File: src/rtl/lad_pkg.sv
// Package for the linear array deque: sizes, codes, item and control types.
`timescale 1ns / 1ps
`default_nettype none
package lad_pkg;

    localparam int DEPTH   = 16;
    localparam int IDX_W   = (DEPTH > 1) ? $clog2(DEPTH) : 1;
    localparam int DATA_W  = 32;
    localparam int OCC_W   = 5;

    localparam logic [IDX_W-1:0] IDX_LAST = IDX_W'(DEPTH - 1);

    typedef enum logic [1:0] {
        OP_PUSH_FRONT = 2'd0,
        OP_PUSH_BACK  = 2'd1,
        OP_POP_FRONT  = 2'd2,
        OP_POP_BACK   = 2'd3
    } op_t;

    typedef enum logic [1:0] {
        ST_OK       = 2'd0,
        ST_OVERFLOW = 2'd1,
        ST_EMPTY    = 2'd2
    } status_t;

    typedef struct packed {
        op_t                      op;
        logic signed [DATA_W-1:0] value;
    } in_item_t;

    typedef struct packed {
        logic [1:0]               status;
        logic signed [DATA_W-1:0] popped_value;
        logic [OCC_W-1:0]         occupancy;
        logic                     now_empty;
    } out_item_t;

    typedef struct packed {
        logic load;
        logic exec;
        logic capture;
    } cmd_t;

    typedef struct packed {
        logic needs_read;
    } sts_t;

endpackage
`default_nettype wire

File: src/rtl/linear_array_deque.sv
// Top level of the linear array deque: controller, datapath and checks.
`timescale 1ns / 1ps
`default_nettype none
// A double-ended queue kept in a plain, non-circular store of lad_pkg::DEPTH
// slots. Each input item is one op (push front, push back, pop front, pop
// back) and yields exactly one result item with a status, the popped value,
// the occupancy and an empty flag. One item is in flight at a time: the
// result of a push or a failed op is valid in the state after the execute
// state, that of a successful pop only after a further read state, which
// waits for the registered read of the element RAM. The next item is
// accepted in the cycle after the result is taken. The input is not ready
// during reset.
module linear_array_deque (
    input  wire logic               aclk,
    input  wire logic               aresetn,
    input  wire logic               s_valid,
    output logic                    s_ready,
    input  wire lad_pkg::in_item_t  s_data,
    output logic                    m_valid,
    input  wire logic               m_ready,
    output lad_pkg::out_item_t      m_data
);

    lad_pkg::cmd_t cmd;
    lad_pkg::sts_t sts;

    lad_ctrl u_ctrl (
        .aclk    (aclk),
        .aresetn (aresetn),
        .s_valid (s_valid),
        .s_ready (s_ready),
        .m_valid (m_valid),
        .m_ready (m_ready),
        .sts     (sts),
        .cmd     (cmd)
    );

    lad_dp u_dp (
        .aclk    (aclk),
        .aresetn (aresetn),
        .s_data  (s_data),
        .cmd     (cmd),
        .sts     (sts),
        .m_data  (m_data)
    );

    a_one_in_flight: assert property (@(posedge aclk) disable iff (!aresetn)
        m_valid |-> !s_ready)
        else $error("input taken while a result is pending");

    a_accept_busy: assert property (@(posedge aclk) disable iff (!aresetn)
        s_valid && s_ready |=> !s_ready && !m_valid)
        else $error("block not busy after accepting an item");

    a_empty_occ: assert property (@(posedge aclk) disable iff (!aresetn)
        m_valid && m_data.now_empty |-> m_data.occupancy == '0)
        else $error("empty deque reports nonzero occupancy");

    a_fail_zero: assert property (@(posedge aclk) disable iff (!aresetn)
        m_valid && (m_data.status != lad_pkg::ST_OK) |-> m_data.popped_value == '0)
        else $error("failed op reports a popped value");

endmodule
`default_nettype wire

File: src/rtl/lad_ram.sv
// Generic single-write, single-read RAM with registered read data.
`timescale 1ns / 1ps
`default_nettype none
module lad_ram #(
    parameter int WIDTH = 32,
    parameter int DEPTH = 16
) (
    input  wire logic                                      aclk,
    input  wire logic                                      we,
    input  wire logic [((DEPTH > 1) ? $clog2(DEPTH) : 1)-1:0] waddr,
    input  wire logic [WIDTH-1:0]                          wdata,
    input  wire logic                                      re,
    input  wire logic [((DEPTH > 1) ? $clog2(DEPTH) : 1)-1:0] raddr,
    output logic      [WIDTH-1:0]                          rdata
);

    logic [WIDTH-1:0] mem_reg [DEPTH];

    always_ff @(posedge aclk) begin
        if (we) begin
            mem_reg[waddr] <= wdata;
        end
        if (re) begin
            rdata <= mem_reg[raddr];
        end
    end

endmodule
`default_nettype wire

File: src/rtl/lad_ctrl.sv
// Controller state machine: sequences accept, update, read and result hand-off.
`timescale 1ns / 1ps
`default_nettype none
module lad_ctrl (
    input  wire logic         aclk,
    input  wire logic         aresetn,
    input  wire logic         s_valid,
    output logic              s_ready,
    output logic              m_valid,
    input  wire logic         m_ready,
    input  wire lad_pkg::sts_t sts,
    output lad_pkg::cmd_t     cmd
);

    typedef enum logic [3:0] {
        S_IDLE = 4'b0001,
        S_EXEC = 4'b0010,
        S_READ = 4'b0100,
        S_RESP = 4'b1000
    } state_t;

    state_t state_reg, state_next;

    always_ff @(posedge aclk) begin
        if (!aresetn) begin
            state_reg <= S_IDLE;
        end else begin
            state_reg <= state_next;
        end
    end

    always_comb begin
        state_next  = state_reg;
        s_ready     = 1'b0;
        m_valid     = 1'b0;
        cmd.load    = 1'b0;
        cmd.exec    = 1'b0;
        cmd.capture = 1'b0;
        case (state_reg)
            S_IDLE: begin
                s_ready = aresetn;
                if (s_valid && aresetn) begin
                    cmd.load   = 1'b1;
                    state_next = S_EXEC;
                end
            end
            S_EXEC: begin
                cmd.exec   = 1'b1;
                state_next = sts.needs_read ? S_READ : S_RESP;
            end
            S_READ: begin
                cmd.capture = 1'b1;
                state_next  = S_RESP;
            end
            S_RESP: begin
                m_valid = 1'b1;
                if (m_ready) begin
                    state_next = S_IDLE;
                end
            end
            default: begin
                state_next = S_IDLE;
            end
        endcase
    end

endmodule
`default_nettype wire

File: src/rtl/lad_dp.sv
// Datapath: end indices, empty flag, element store and result registers.
`timescale 1ns / 1ps
`default_nettype none
module lad_dp (
    input  wire logic              aclk,
    input  wire logic              aresetn,
    input  wire lad_pkg::in_item_t s_data,
    input  wire lad_pkg::cmd_t     cmd,
    output lad_pkg::sts_t          sts,
    output lad_pkg::out_item_t     m_data
);

    lad_pkg::op_t                       op_reg;
    logic signed [lad_pkg::DATA_W-1:0]  value_reg;
    logic [lad_pkg::IDX_W-1:0]          head_reg, head_next;
    logic [lad_pkg::IDX_W-1:0]          tail_reg, tail_next;
    logic                               empty_reg, empty_next;
    logic [1:0]                         status_reg, status_next;
    logic [lad_pkg::DATA_W-1:0]         popped_reg, popped_next;
    logic                               is_pop;
    logic                               ram_we;
    logic                               ram_re;
    logic [lad_pkg::IDX_W-1:0]          ram_waddr;
    logic [lad_pkg::IDX_W-1:0]          ram_raddr;
    logic [lad_pkg::DATA_W-1:0]         ram_rdata;
    logic [lad_pkg::IDX_W:0]            occ_full;

    lad_ram #(
        .WIDTH (lad_pkg::DATA_W),
        .DEPTH (lad_pkg::DEPTH)
    ) u_store (
        .aclk  (aclk),
        .we    (ram_we),
        .waddr (ram_waddr),
        .wdata (value_reg),
        .re    (ram_re),
        .raddr (ram_raddr),
        .rdata (ram_rdata)
    );

    assign is_pop = (op_reg == lad_pkg::OP_POP_FRONT) || (op_reg == lad_pkg::OP_POP_BACK);
    assign sts.needs_read = is_pop && !empty_reg;
    assign ram_raddr = (op_reg == lad_pkg::OP_POP_FRONT) ? head_reg : tail_reg;

    always_ff @(posedge aclk) begin
        if (!aresetn) begin
            head_reg  <= '0;
            tail_reg  <= '0;
            empty_reg <= 1'b1;
        end else begin
            head_reg  <= head_next;
            tail_reg  <= tail_next;
            empty_reg <= empty_next;
        end
    end

    always_ff @(posedge aclk) begin
        if (cmd.load) begin
            op_reg    <= s_data.op;
            value_reg <= s_data.value;
        end
        status_reg <= status_next;
        popped_reg <= popped_next;
    end

    always_comb begin
        head_next   = head_reg;
        tail_next   = tail_reg;
        empty_next  = empty_reg;
        status_next = status_reg;
        popped_next = popped_reg;
        ram_we      = 1'b0;
        ram_re      = 1'b0;
        ram_waddr   = head_reg;
        if (cmd.exec) begin
            status_next = lad_pkg::ST_OK;
            popped_next = '0;
            case (op_reg)
                lad_pkg::OP_PUSH_FRONT: begin
                    if (empty_reg) begin
                        head_next  = '0;
                        tail_next  = '0;
                        empty_next = 1'b0;
                        ram_waddr  = '0;
                        ram_we     = 1'b1;
                    end else if (head_reg != '0) begin
                        head_next = lad_pkg::IDX_W'(head_reg - 1'b1);
                        ram_waddr = lad_pkg::IDX_W'(head_reg - 1'b1);
                        ram_we    = 1'b1;
                    end else begin
                        status_next = lad_pkg::ST_OVERFLOW;
                    end
                end
                lad_pkg::OP_PUSH_BACK: begin
                    if (empty_reg) begin
                        head_next  = '0;
                        tail_next  = '0;
                        empty_next = 1'b0;
                        ram_waddr  = '0;
                        ram_we     = 1'b1;
                    end else if (tail_reg != lad_pkg::IDX_LAST) begin
                        tail_next = lad_pkg::IDX_W'(tail_reg + 1'b1);
                        ram_waddr = lad_pkg::IDX_W'(tail_reg + 1'b1);
                        ram_we    = 1'b1;
                    end else begin
                        status_next = lad_pkg::ST_OVERFLOW;
                    end
                end
                lad_pkg::OP_POP_FRONT, lad_pkg::OP_POP_BACK: begin
                    if (empty_reg) begin
                        status_next = lad_pkg::ST_EMPTY;
                    end else begin
                        ram_re = 1'b1;
                        if (head_reg >= tail_reg) begin
                            head_next  = '0;
                            tail_next  = '0;
                            empty_next = 1'b1;
                        end else if (op_reg == lad_pkg::OP_POP_FRONT) begin
                            head_next = lad_pkg::IDX_W'(head_reg + 1'b1);
                        end else begin
                            tail_next = lad_pkg::IDX_W'(tail_reg - 1'b1);
                        end
                    end
                end
                default: begin
                end
            endcase
        end
        if (cmd.capture) begin
            popped_next = ram_rdata;
        end
    end

    assign occ_full = {1'b0, tail_reg} - {1'b0, head_reg} + 1'b1;

    always_comb begin
        m_data.status       = status_reg;
        m_data.popped_value = popped_reg;
        m_data.occupancy    = empty_reg ? '0 : lad_pkg::OCC_W'(occ_full);
        m_data.now_empty    = empty_reg;
    end

endmodule
`default_nettype wire
File: config.mk
export PLATFORM = sky130hd
export DESIGN_NAME = linear_array_deque
export DESIGN_NICKNAME = d
export VERILOG_FILES = /design/src/rtl/lad_pkg.sv /design/src/rtl/linear_array_deque.sv /design/src/rtl/lad_ram.sv /design/src/rtl/lad_ctrl.sv /design/src/rtl/lad_dp.sv
export SDC_FILE = /design/constraint.sdc
export NUM_CORES = 1
export LEC_CHECK = 0
export BUFFER_PORTS_ARGS = -buffer_cell sky130_fd_sc_hd__clkbuf_2
export CORE_ASPECT_RATIO = 1.2
export CORE_MARGIN = 5
export CORE_UTILIZATION = 50
export CTS_BUF_LIST = sky130_fd_sc_hd__clkbuf_4 sky130_fd_sc_hd__clkbuf_8
export CTS_CLUSTER_DIAMETER = 100
export DETAILED_ROUTE_END_ITERATION = 8
export GPL_TIMING_DRIVEN = 0
export PLACE_DENSITY = 0.73
export SLEW_MARGIN = 20
export SYNTH_ARGS = -nofsm -noshare
export SYNTH_HDL_FRONTEND = slang
export SYNTH_SLANG_ARGS = --single-unit
File: constraint.sdc
create_clock -name aclk -period 9.4 [get_ports aclk]
set_input_delay 1.41 -clock aclk [delete_from_list [all_inputs] [get_ports aclk]]
set_output_delay 1.41 -clock aclk [all_outputs]
set_load 0.01 [all_outputs]
Yosys cells after proc, flatten, opt, wreduce, memory -nomap -nowiden
Memories as Yosys holds them, arrays and structs flattened. A register that Yosys moved wholly into a read port is not among the register bits.
Cells that the tools add are included.
- $lt $le $gt $ge: 1
- add/subtract/negate cells: 6
- shift operators: 0
- multiply operators: 0
- equal/unequal tests: 16
- div/mod/pow operators: 0
- reductions and logical operators: 12
- bitwise gates (word level): 0
- multiplexer cells: 51
- operators with widths (operator ; number):
    4-bit two-way mux ; 18
    32-bit two-way mux ; 2
    4-bit case mux with 3 select lines ; 2
    1-bit two-way mux ; 20
    4-bit case mux with 4 select lines ; 1
    4-bit by 1-bit adder with 4-bit output (second input constant) ; 2
    4-bit case mux with 2 select lines ; 1
    4-bit by 1-bit subtractor with 4-bit output (second input constant) ; 2
    2-bit two-way mux ; 3
    2-bit by 1-bit != test with 1-bit output (second input constant) ; 3
    3-bit by 1-bit != test with 1-bit output (second input constant) ; 2
    2-bit case mux with 3 select lines ; 1
    5-bit by 1-bit adder with 5-bit output (second input constant) ; 1
    5-bit two-way mux ; 1
    5-bit AND reduction ; 1
    4-bit by 4-bit subtractor with 5-bit output ; 1
    2-bit equality test (second input constant) ; 2
    4-bit by 1-bit equality test with 1-bit output (second input constant) ; 1
    4-bit by 2-bit equality test with 1-bit output (second input constant) ; 1
    4-bit by 3-bit equality test with 1-bit output (second input constant) ; 1
    4-bit equality test (second input constant) ; 1
    4-bit greater-or-equal comparator ; 1
    2-bit != test (second input constant) ; 2
    4-bit != test (second input constant) ; 1
    other kinds (12) ; 15
- memory bits (read-only): 0
- output and inout bits: 42
- word-level logic and storage cells: 95
- bits of input ports: 38
- bits in registers: 81
- bits in latches: 0
- RAM bits: 512
- memories: 1
- memory list (memory ; depth ; bits a word ; rd ports ; clocked after Yosys merged registers in ; wr ports ; line ; text):
    u_dp.u_store.mem_reg ; 16 ; 32 ; 1 ; 1 ; 1 ; lad_ram.sv:17 ; logic [WIDTH-1:0] mem_reg [DEPTH];

Depth between registers and ports, before layout
Gate-level depths: netlist of the first run.
- depth in word-level cells: 7
- depth in mapped cells: 11
- depth with buffers taken out: 9

Cells and area by module
Synthesis of the first run repeated with hierarchy kept, for this count alone.
- cell total of the unflattened synthesis: 1130
- area, all modules: 23869.1 sq um
- modules (own cells, without submodules) (module ; instances ; area each (sq um) ; sequential area each (sq um) ; cells each):
    lad_ram ; 1 ; 20155.6 ; 16335.7 ; 838
    lad_dp ; 1 ; 3452.1 ; 2222.1 ; 263
    lad_ctrl ; 1 ; 261.5 ; 80.1 ; 29

Least setup slack after synthesis of the first run
OpenSTA, ideal clock, no wires.
- path type: flip-flop to flip-flop
- from: register u_dp.head_reg[0] in the netlist's numbering
- to: memory u_dp.u_store.mem_reg[11][0] (enable)
- clock period less this slack: 3.799 ns
- cell stages (with the launch flop): 9
- library setup time: 0.421 ns
- data arrival time: 3.378 ns
- buffers on the path: 1
- slack: 5.601 ns
- cells stage by stage: dfxtp_1 -> clkbuf_1 -> inv_1 -> ha_1 -> or3b_2 -> a211o_1 -> a211oi_1 -> nand3_1 -> nor2_1
- word-level cells in the longest chain between the ends: 7
- RTL lines (element ; line ; text):
    start, declared ; lad_dp.sv:15 ; logic [lad_pkg::IDX_W-1:0] head_reg, head_next;
    start signal, assigned ; lad_dp.sv:51 ; head_reg <= head_next;
    branches (longest 7 deep; another with 4-bit by 1-bit subtractor with 4-bit output) ; n/a ;
    end, declared ; lad_ram.sv:17 ;
Parallel ways; which one is timed is not known.

==> flow_summary.toml, run 1 <==
[synth]
synthFlopType = "edfxtp_1"
syn_area_mm2 = 0.0252
syn_inst = 1661
synth-seq-cells = 625
synth_compound_area_share_pct = 11.6
yosys_warnings = 0
synth_top_family_by_area = "compound AO/OA/AOI/OAI gates"
synth_xor_area_share_pct = 0.174
syn_nets = 1715
async_flop_share_pct = 0
synth.avg_cell_area_um2 = 15.2
ys_seq_area_share_pct = 74.0
synth_edf_count = 612
yosys.area_share.simple_pct = 6.24
synthMuxAreaShare_pct = 4.17
yosys.cell_types.count = 71
synth-adder-area-share_pct = 0.854

[floorplanning]
die-height_um = 256
rows = 90
ios = 80
start_util_pct = 50.3
die_x_um = 215
core_mm2 = 0.0501
die-area_mm2 = 0.0550

[detailed_routing]
first_pass_iters = 7
postRouteAntennaNets = 0
wl_per_cell_um = 25.0
vias = 15600
drc = 0
viasPerCell = 6.05
drt_iter0_drc = 1656
totalWireLength_um = 64300

[final_layout]
syn_to_final_growth_pct = 14.9
layout.nets = 1912
largest_reg_flops = 512
drive_gt1_share_pct = 17.7

[timing]
slew-limit-headroom_pct = 30.8
period_share_pct = 45.0
fin_tns_setup_ns = 0
period_minus_slack_ns = 4.23
max_clock_freq_mhz = 236
slew_viol_final = 0
finalSetupViolCount = 0
rsz0062_at_grt = "no"
tightest_slew_ns = 1.03
fin_worst_skew_ns = 0.0408
hold_violations = 0
setup_ws_ns = 5.17

[worst_setup_path]
worstPathCellList = "inv_2 > ha_1 > inv_1 > ha_1 > inv_1 > fa_1 > xor2_1 > nor2_1 > clkbuf_2"
crit-reg2reg-launch = "u_dp.head_reg[0]$_SDFFE_PN0P_"
reg2reg_slack_ns = 5.46
cp_data_required_time_ns = 7.99
worst_r2r_path_depth = 9
critical_path.startpoint = "u_dp.tail_reg[1]$_SDFFE_PN0P_"
r2r_end = "u_dp.u_store.mem_reg[15][21]$_DFFE_PP_"
max_stage_delay_ns = 0.49
crit_fanout = 11
crit_path_end_kind = "output port"
cp.arrival_ns = 2.82
startpoint_type = "register"
cp_slowest_cell = "dfxtp_1"
cp-endpoint = "m_data[4]"
path_class = "register to output port"

[pwr]
internal_power_uw = 4290
power_frac_seq_pct = 57.6
irDropWorstVdd_mv = 0.116
cellPowerDensity_mw_per_mm2 = 189
p_clk_share_pct = 39.8
pwr-share-comb_pct = 2.6
leakagePower_uw = 0.00972
sw_frac_of_total_pct = 21.5
p_sw_uw = 1170

[clocking]
cts_resized = 0
cts-hold-fix-buffers = 0
h-tree-depth = 3
cts_made_buffers = 92
clk-insertion-delay-late_ns = 0.68
ctsRootBufferMaster = "clkbuf_8"
cts.path.max_buffers = 3
cts_setup_buffers = 0
cts_tree = "built"
clock-sinks = 625
clk_pin_slew_ns = 0.06

[global_routing]
grt_pass1_vias = 15600
grt_util_met3_pct = 4.18
antenna_found_initial = 1
grt_overflow_total = 0
grtUsageMet1_pct = 28.8
grt_start_max_net_pins = 23
grt_busiest_layer = "met2"
grt_pass1_wl_um = 95500
grt_util_met2_pct = 38.9
track_usage_pct = 22.9

[placement]
pre_cts_slack_ns = 5.51
place.gp.congestion = 0.876
dpl.hpwl_um = 43300
port_buffers = 79

[run_status]
status = "complete, no violations"

[worst_hold_path]
hp-class = "register to register"

[flow_run]
maxCapViolations = 0
==> worst max-delay path, delay by kind of cell, from the launching register on <==
kind	cells	cell delay, ns
XOR/XNOR	1	0.15
adder cells (fa/ha/maj)	3	0.94
buffers and inverters	4	0.48
AND/OR/NAND/NOR	1	0.09
flip-flops	1	0.49
==> how the worst min path moves through the flow <==
stage | cells past startpoint | to | slack (ns) | from
6_report | 1 | u_dp.popped_reg[25]$_SDFFCE_PN0P_ | 0.49 | u_dp.u_store.rdata[25]$_DFFE_PP_
3_5_place_dp | 1 | u_dp.popped_reg[23]$_SDFFCE_PN0P_ | 0.50 | u_dp.u_store.rdata[23]$_DFFE_PP_
3_3_place_gp | 1 | u_dp.popped_reg[6]$_SDFFCE_PN0P_ | 0.50 | u_dp.u_store.rdata[6]$_DFFE_PP_
2_1_floorplan | 1 | u_dp.popped_reg[0]$_SDFFCE_PN0P_ | 0.50 | u_dp.u_store.rdata[0]$_DFFE_PP_
5_1_grt | 1 | u_dp.popped_reg[25]$_SDFFCE_PN0P_ | 0.53 | u_dp.u_store.rdata[25]$_DFFE_PP_
4_1_cts | 1 | u_dp.popped_reg[25]$_SDFFCE_PN0P_ | 0.49 | u_dp.u_store.rdata[25]$_DFFE_PP_
==> final cells by class <==
class	count	area, um2
fill	3685	21200
sequential	625	18600
multi-input combinational	863	5950
clock buffer	110	1410
timing repair buffer	103	991
tap	644	806
buffer	107	502
clock inverter	53	397
inverter	66	249
antenna	1	2.50
==> cell usage in the layout, fill, tap and decap left out, types with 18 or more instances in the layout <==
| cell type | netlist | layout |
|---|---|---|
| edfxtp_1 | 612 | 612 |
| nand2_1 | 169 | 169 |
| mux2i_1 | 105 | 105 |
| a211oi_1 | 97 | 97 |
| clkbuf_8 | 0 | 94 |
| clkbuf_2 | 1 | 80 |
| inv_1 | 64 | 64 |
| a21oi_1 | 60 | 60 |
| clkbuf_1 | 51 | 51 |
| o22ai_1 | 50 | 50 |
| o21ai_0 | 43 | 43 |
| buf_2 | 43 | 43 |
| nand2b_1 | 38 | 37 |
| a31oi_1 | 36 | 36 |
| and2_1 | 34 | 34 |
| a211o_1 | 33 | 33 |
| a311oi_1 | 32 | 32 |
| clkinv_2 | 1 | 23 |
| clkinv_1 | 0 | 20 |
| a221oi_1 | 18 | 18 |
==> stage by stage <==
step           std cells  power [uW]  instance area [um2]  utilization (%)  hold WS [ns]
5_1_grt             2572        5620                29000             57.8         0.527
3_5_place_dp        2408        3340                27100             54.2         0.502
3_3_place_gp        2384        3330                26400             52.7         0.502
4_1_cts             2571        5480                28900             57.8         0.491
6_report            2572        5460                29000             57.8         0.485
2_1_floorplan       1661        3260                25200                -         0.497
==> cells by family after synthesis <==
kind of cell / count (synthesis)
xor+xnor: 5
compound gates: 415
fa+ha+maj: 16
buf+inv: 173
mux: 105
simple gates: 322
flops: 625
==> cell usage after synthesis, types with 3 or more instances <==
library cell / instances / area [um2]
buf_2: 43 / 215
nor2b_1: 6 / 37.5
clkbuf_1: 51 / 191
o31ai_2: 3 / 37.5
a211o_1: 33 / 289
edfxtp_1: 612 / 18400
mux2i_1: 105 / 1050
a221oi_1: 18 / 158
nor2_2: 3 / 18.8
nor3_1: 5 / 25.0
buf_4: 8 / 60.1
inv_1: 64 / 240
o22ai_1: 50 / 313
a211oi_1: 97 / 728
a22oi_1: 15 / 113
xnor2_1: 4 / 35.0
a31oi_1: 36 / 225
a21oi_1: 60 / 300
a31o_2: 3 / 26.3
dfxtp_1: 13 / 260
ha_1: 14 / 175
and2_1: 34 / 213
nand2_1: 169 / 634
a311oi_1: 32 / 280
o211ai_1: 3 / 22.5
nand3_1: 8 / 40.0
o21ai_0: 43 / 215
nand2b_1: 38 / 238
nor3b_1: 3 / 22.5
nor2_1: 30 / 113
==> layer usage <==
metal | vias up | wire (um)
met4 | 0 | 2700
li1 | 6875 | -
met1 | 7685 | 23900
met2 | 851 | 32200
met5 | - | 0
met3 | 162 | 5630
==> power by group through the flow <==
stage | logic (uW) | registers [uW] | clock network, uW
finish | 143 | 3140 | 2170
detailed placement | 143 | 3200 | 0
global route | 153 | 3140 | 2330
floorplan | 77.3 | 3180 | 0
global placement | 133 | 3200 | 0
CTS | 144 | 3140 | 2200
Note: power is estimated with default switching activity, not from simulation.
==> run 2, diff against run 1 <==
ABC_AREA = 1   (was unset)
PLACE_DENSITY = 0.76   (was 0.73)
clock period = 3.7 ns   (was 9.4 ns; I/O delays follow)
==> run 2 against run 1 <==
Effect of this change: area after synthesis is 7.4% higher; worst hold slack got worse by 0.43 ns; critical path depth rose by 1; cell count grew 35%; total power increased to 2.6 times the previous value.
==> flow_summary.toml, run 2 <==
[run_status]
status = "complete, no violations"

[synth]
synth_common_cells = "edfxtp_1 (612), nand3_1 (507), nand2_1 (487)"
synth_most_common_cell = "edfxtp_1"
yosys.area.top_type_share_pct = 67.9
syn_area_mm2 = 0.0271
yosys.cell_types.count = 29
syn_nets = 2524
synth.avg_cell_area_um2 = 11.0
syn_inst = 2470
synthFlopType = "edfxtp_1"
async_flop_share_pct = 0
synth_edf_count = 612
yosys.area.top_type = "edfxtp_1"
synth-seq-cells = 625
yosys_warnings = 0
ys_seq_area_share_pct = 68.9
synthTopCellsByArea = "edfxtp_1 (68%), nand3_1 (9.4%), nand2_1 (6.8%)"

[worst_setup_path]
worstPathCellList = "inv_1 > ha_1 > nand2_1 > nand3_1 > nand3_1 > nand2_1 > inv_1 > nand3_1 > nor2_4 > buf_16"
path_buf_inv = 3
crit_path_end_kind = "register"
worst_r2r_path_depth = 10
max_stage_delay_ns = 0.79
worst-path-stages = 10
startpoint_type = "register"
crit_fanout = 17
crit_top_cell = "nand3_1"
cp_slowest_cell = "nor2_4"
cp.arrival_ns = 3.70
path_class = "register to register"
cp_data_required_time_ns = 4.06
path_delay_family = "simple AND/OR/NAND/NOR gates"

[global_routing]
grt_pass1_wl_um = 109000
grt_start_max_net_pins = 22
track_usage_pct = 24.3
grt_overflow_total = 0
grt_pass1_vias = 19000
antenna_found_initial = 1

[clocking]
cts_tree = "built"
clk-insertion-delay-late_ns = 0.68
clk_pin_slew_ns = 0.06
ctsRootBufferMaster = "clkbuf_8"
cts-hold-fix-buffers = 0
h-tree-depth = 3
cts_made_buffers = 93
clock-sinks = 625
cts_setup_buffers = 0
cts_resized = 0
cts.path.max_buffers = 3

[floorplanning]
core_mm2 = 0.0536
die-area_mm2 = 0.0589
ios = 80
die_x_um = 222
start_util_pct = 50.4
die-height_um = 265
rows = 93

[final_layout]
regArea_mm2 = 0.0186
layout.nets = 2724
syn_to_final_growth_pct = 14.7
final_common_cell = "edfxtp_1"
largest_reg_flops = 512
multi_input_area_mm2 = 0.00603
nFillCells = 4176
most-common-layout-cells = "edfxtp_1 (612), nand3_1 (507), nand2_1 (486)"
drive_gt1_share_pct = 14.0

[detailed_routing]
totalWireLength_um = 72800
wl_per_cell_um = 21.0
drt_iter0_drc = 2190
first_pass_iters = 8
drc = 0
postRouteAntennaNets = 0
viasPerCell = 5.48
vias = 19000

[timing]
period_minus_slack_ns = 3.34
period_share_pct = 90.2
slew-limit-headroom_pct = 31.4
slew_viol_final = 0
finalSetupViolCount = 0
setup_ws_ns = 0.363
rsz0062_at_grt = "no"
holdWs_ns = 0.0559
tightest_slew_ns = 1.02
max_clock_freq_mhz = 300
fin_worst_skew_ns = 0.0446
hold_violations = 0

[worst_hold_path]
hp-class = "input port to register"
whs_path_depth = 1

[pwr]
leakagePower_uw = 0.0127
cellPowerDensity_mw_per_mm2 = 456
p_total_uw = 14100
irDropWorstVdd_mv = 0.238

[placement]
dpl.hpwl_um = 49200
pre_cts_slack_ns = 0.418
port_buffers = 78
place.gp.congestion = 0.900

[flow_run]
maxCapViolations = 0
==> run 2: area by class of cell <==
type                    count  share of cell area, %
diodes                      1                0.00806
plain buffers             125                   2.24
clock buffers             115                   4.71
clock inverters            58                   1.56
inverters                 487                   5.90
multi-input cells        1233                   19.4
flip-flops and latches    625                   60.0
well taps                 712                   2.87
repair buffers            105                   3.26
==> run 2: final timing paths <==
kind,startpoint,slack (ns),endpoint
min,s_data[3],0.06,u_dp.value_reg[3]$_DFFE_PP_
min reg2reg,u_dp.u_store.rdata[29]$_DFFE_PP_,0.54,u_dp.popped_reg[29]$_SDFFCE_PN0P_
max,u_dp.head_reg[1]$_SDFFE_PN0P_,0.36,u_dp.u_store.mem_reg[6][19]$_DFFE_PP_
max reg2reg,u_dp.head_reg[1]$_SDFFE_PN0P_,0.36,u_dp.u_store.mem_reg[6][19]$_DFFE_PP_
==> run 2: worst register-to-register path, delay by kind of cell, from the launching register on <==
family	cells	cell delay (ns)
simple gates	6	1.61
flops	1	0.59
buf+inv	3	0.57
fa+ha+maj	1	0.29
==> run 2: where the power goes <==
part	total, uW	switching, uW	internal [uW]
combinational	382	260	122
sequential	7890	87.6	7800
clock	5880	2690	3190
total	14100	3030	11100
==> run 2: cells by family (layout without fill, tap and decap cells) <==
family / Yosys count / after routing / synth area share, %
buffers and inverters: 612 / 890 / 9.33
xor gates and xnor gates: 5 / 5 / 0.162
and+or+nand+nor: 1189 / 1189 / 20.4
AOI/OAI and AO/OA: 23 / 23 / 0.435
other: 0 / 1 / 0
DFF: 625 / 625 / 68.9
adders and majority gates: 16 / 16 / 0.795
==> run 2: layer usage <==
layer | up-vias | part of all wire [%] | global-route usage [%]
li1 | 8580 | - | -
met1 | 8858 | 35 | 29.0
met2 | 1245 | 48 | 41.2
met3 | 273 | 11 | 4.82
met4 | 2 | 5.9 | 13.9
met5 | - | 0.095 | 0.806
==> run 2: metrics by stage <==
step | instance area (um2) | cells | setup TNS (ns) | util (%)
after floorplan | 27100 | 2470 | 0 | -
after global placement | 28300 | 3260 | -701.76 | 52.8
after detailed placement | 29100 | 3287 | 0 | 54.2
after CTS | 31000 | 3460 | 0 | 57.9
after global routing | 31000 | 3461 | 0 | 57.9
final | 31000 | 3461 | 0 | 57.9
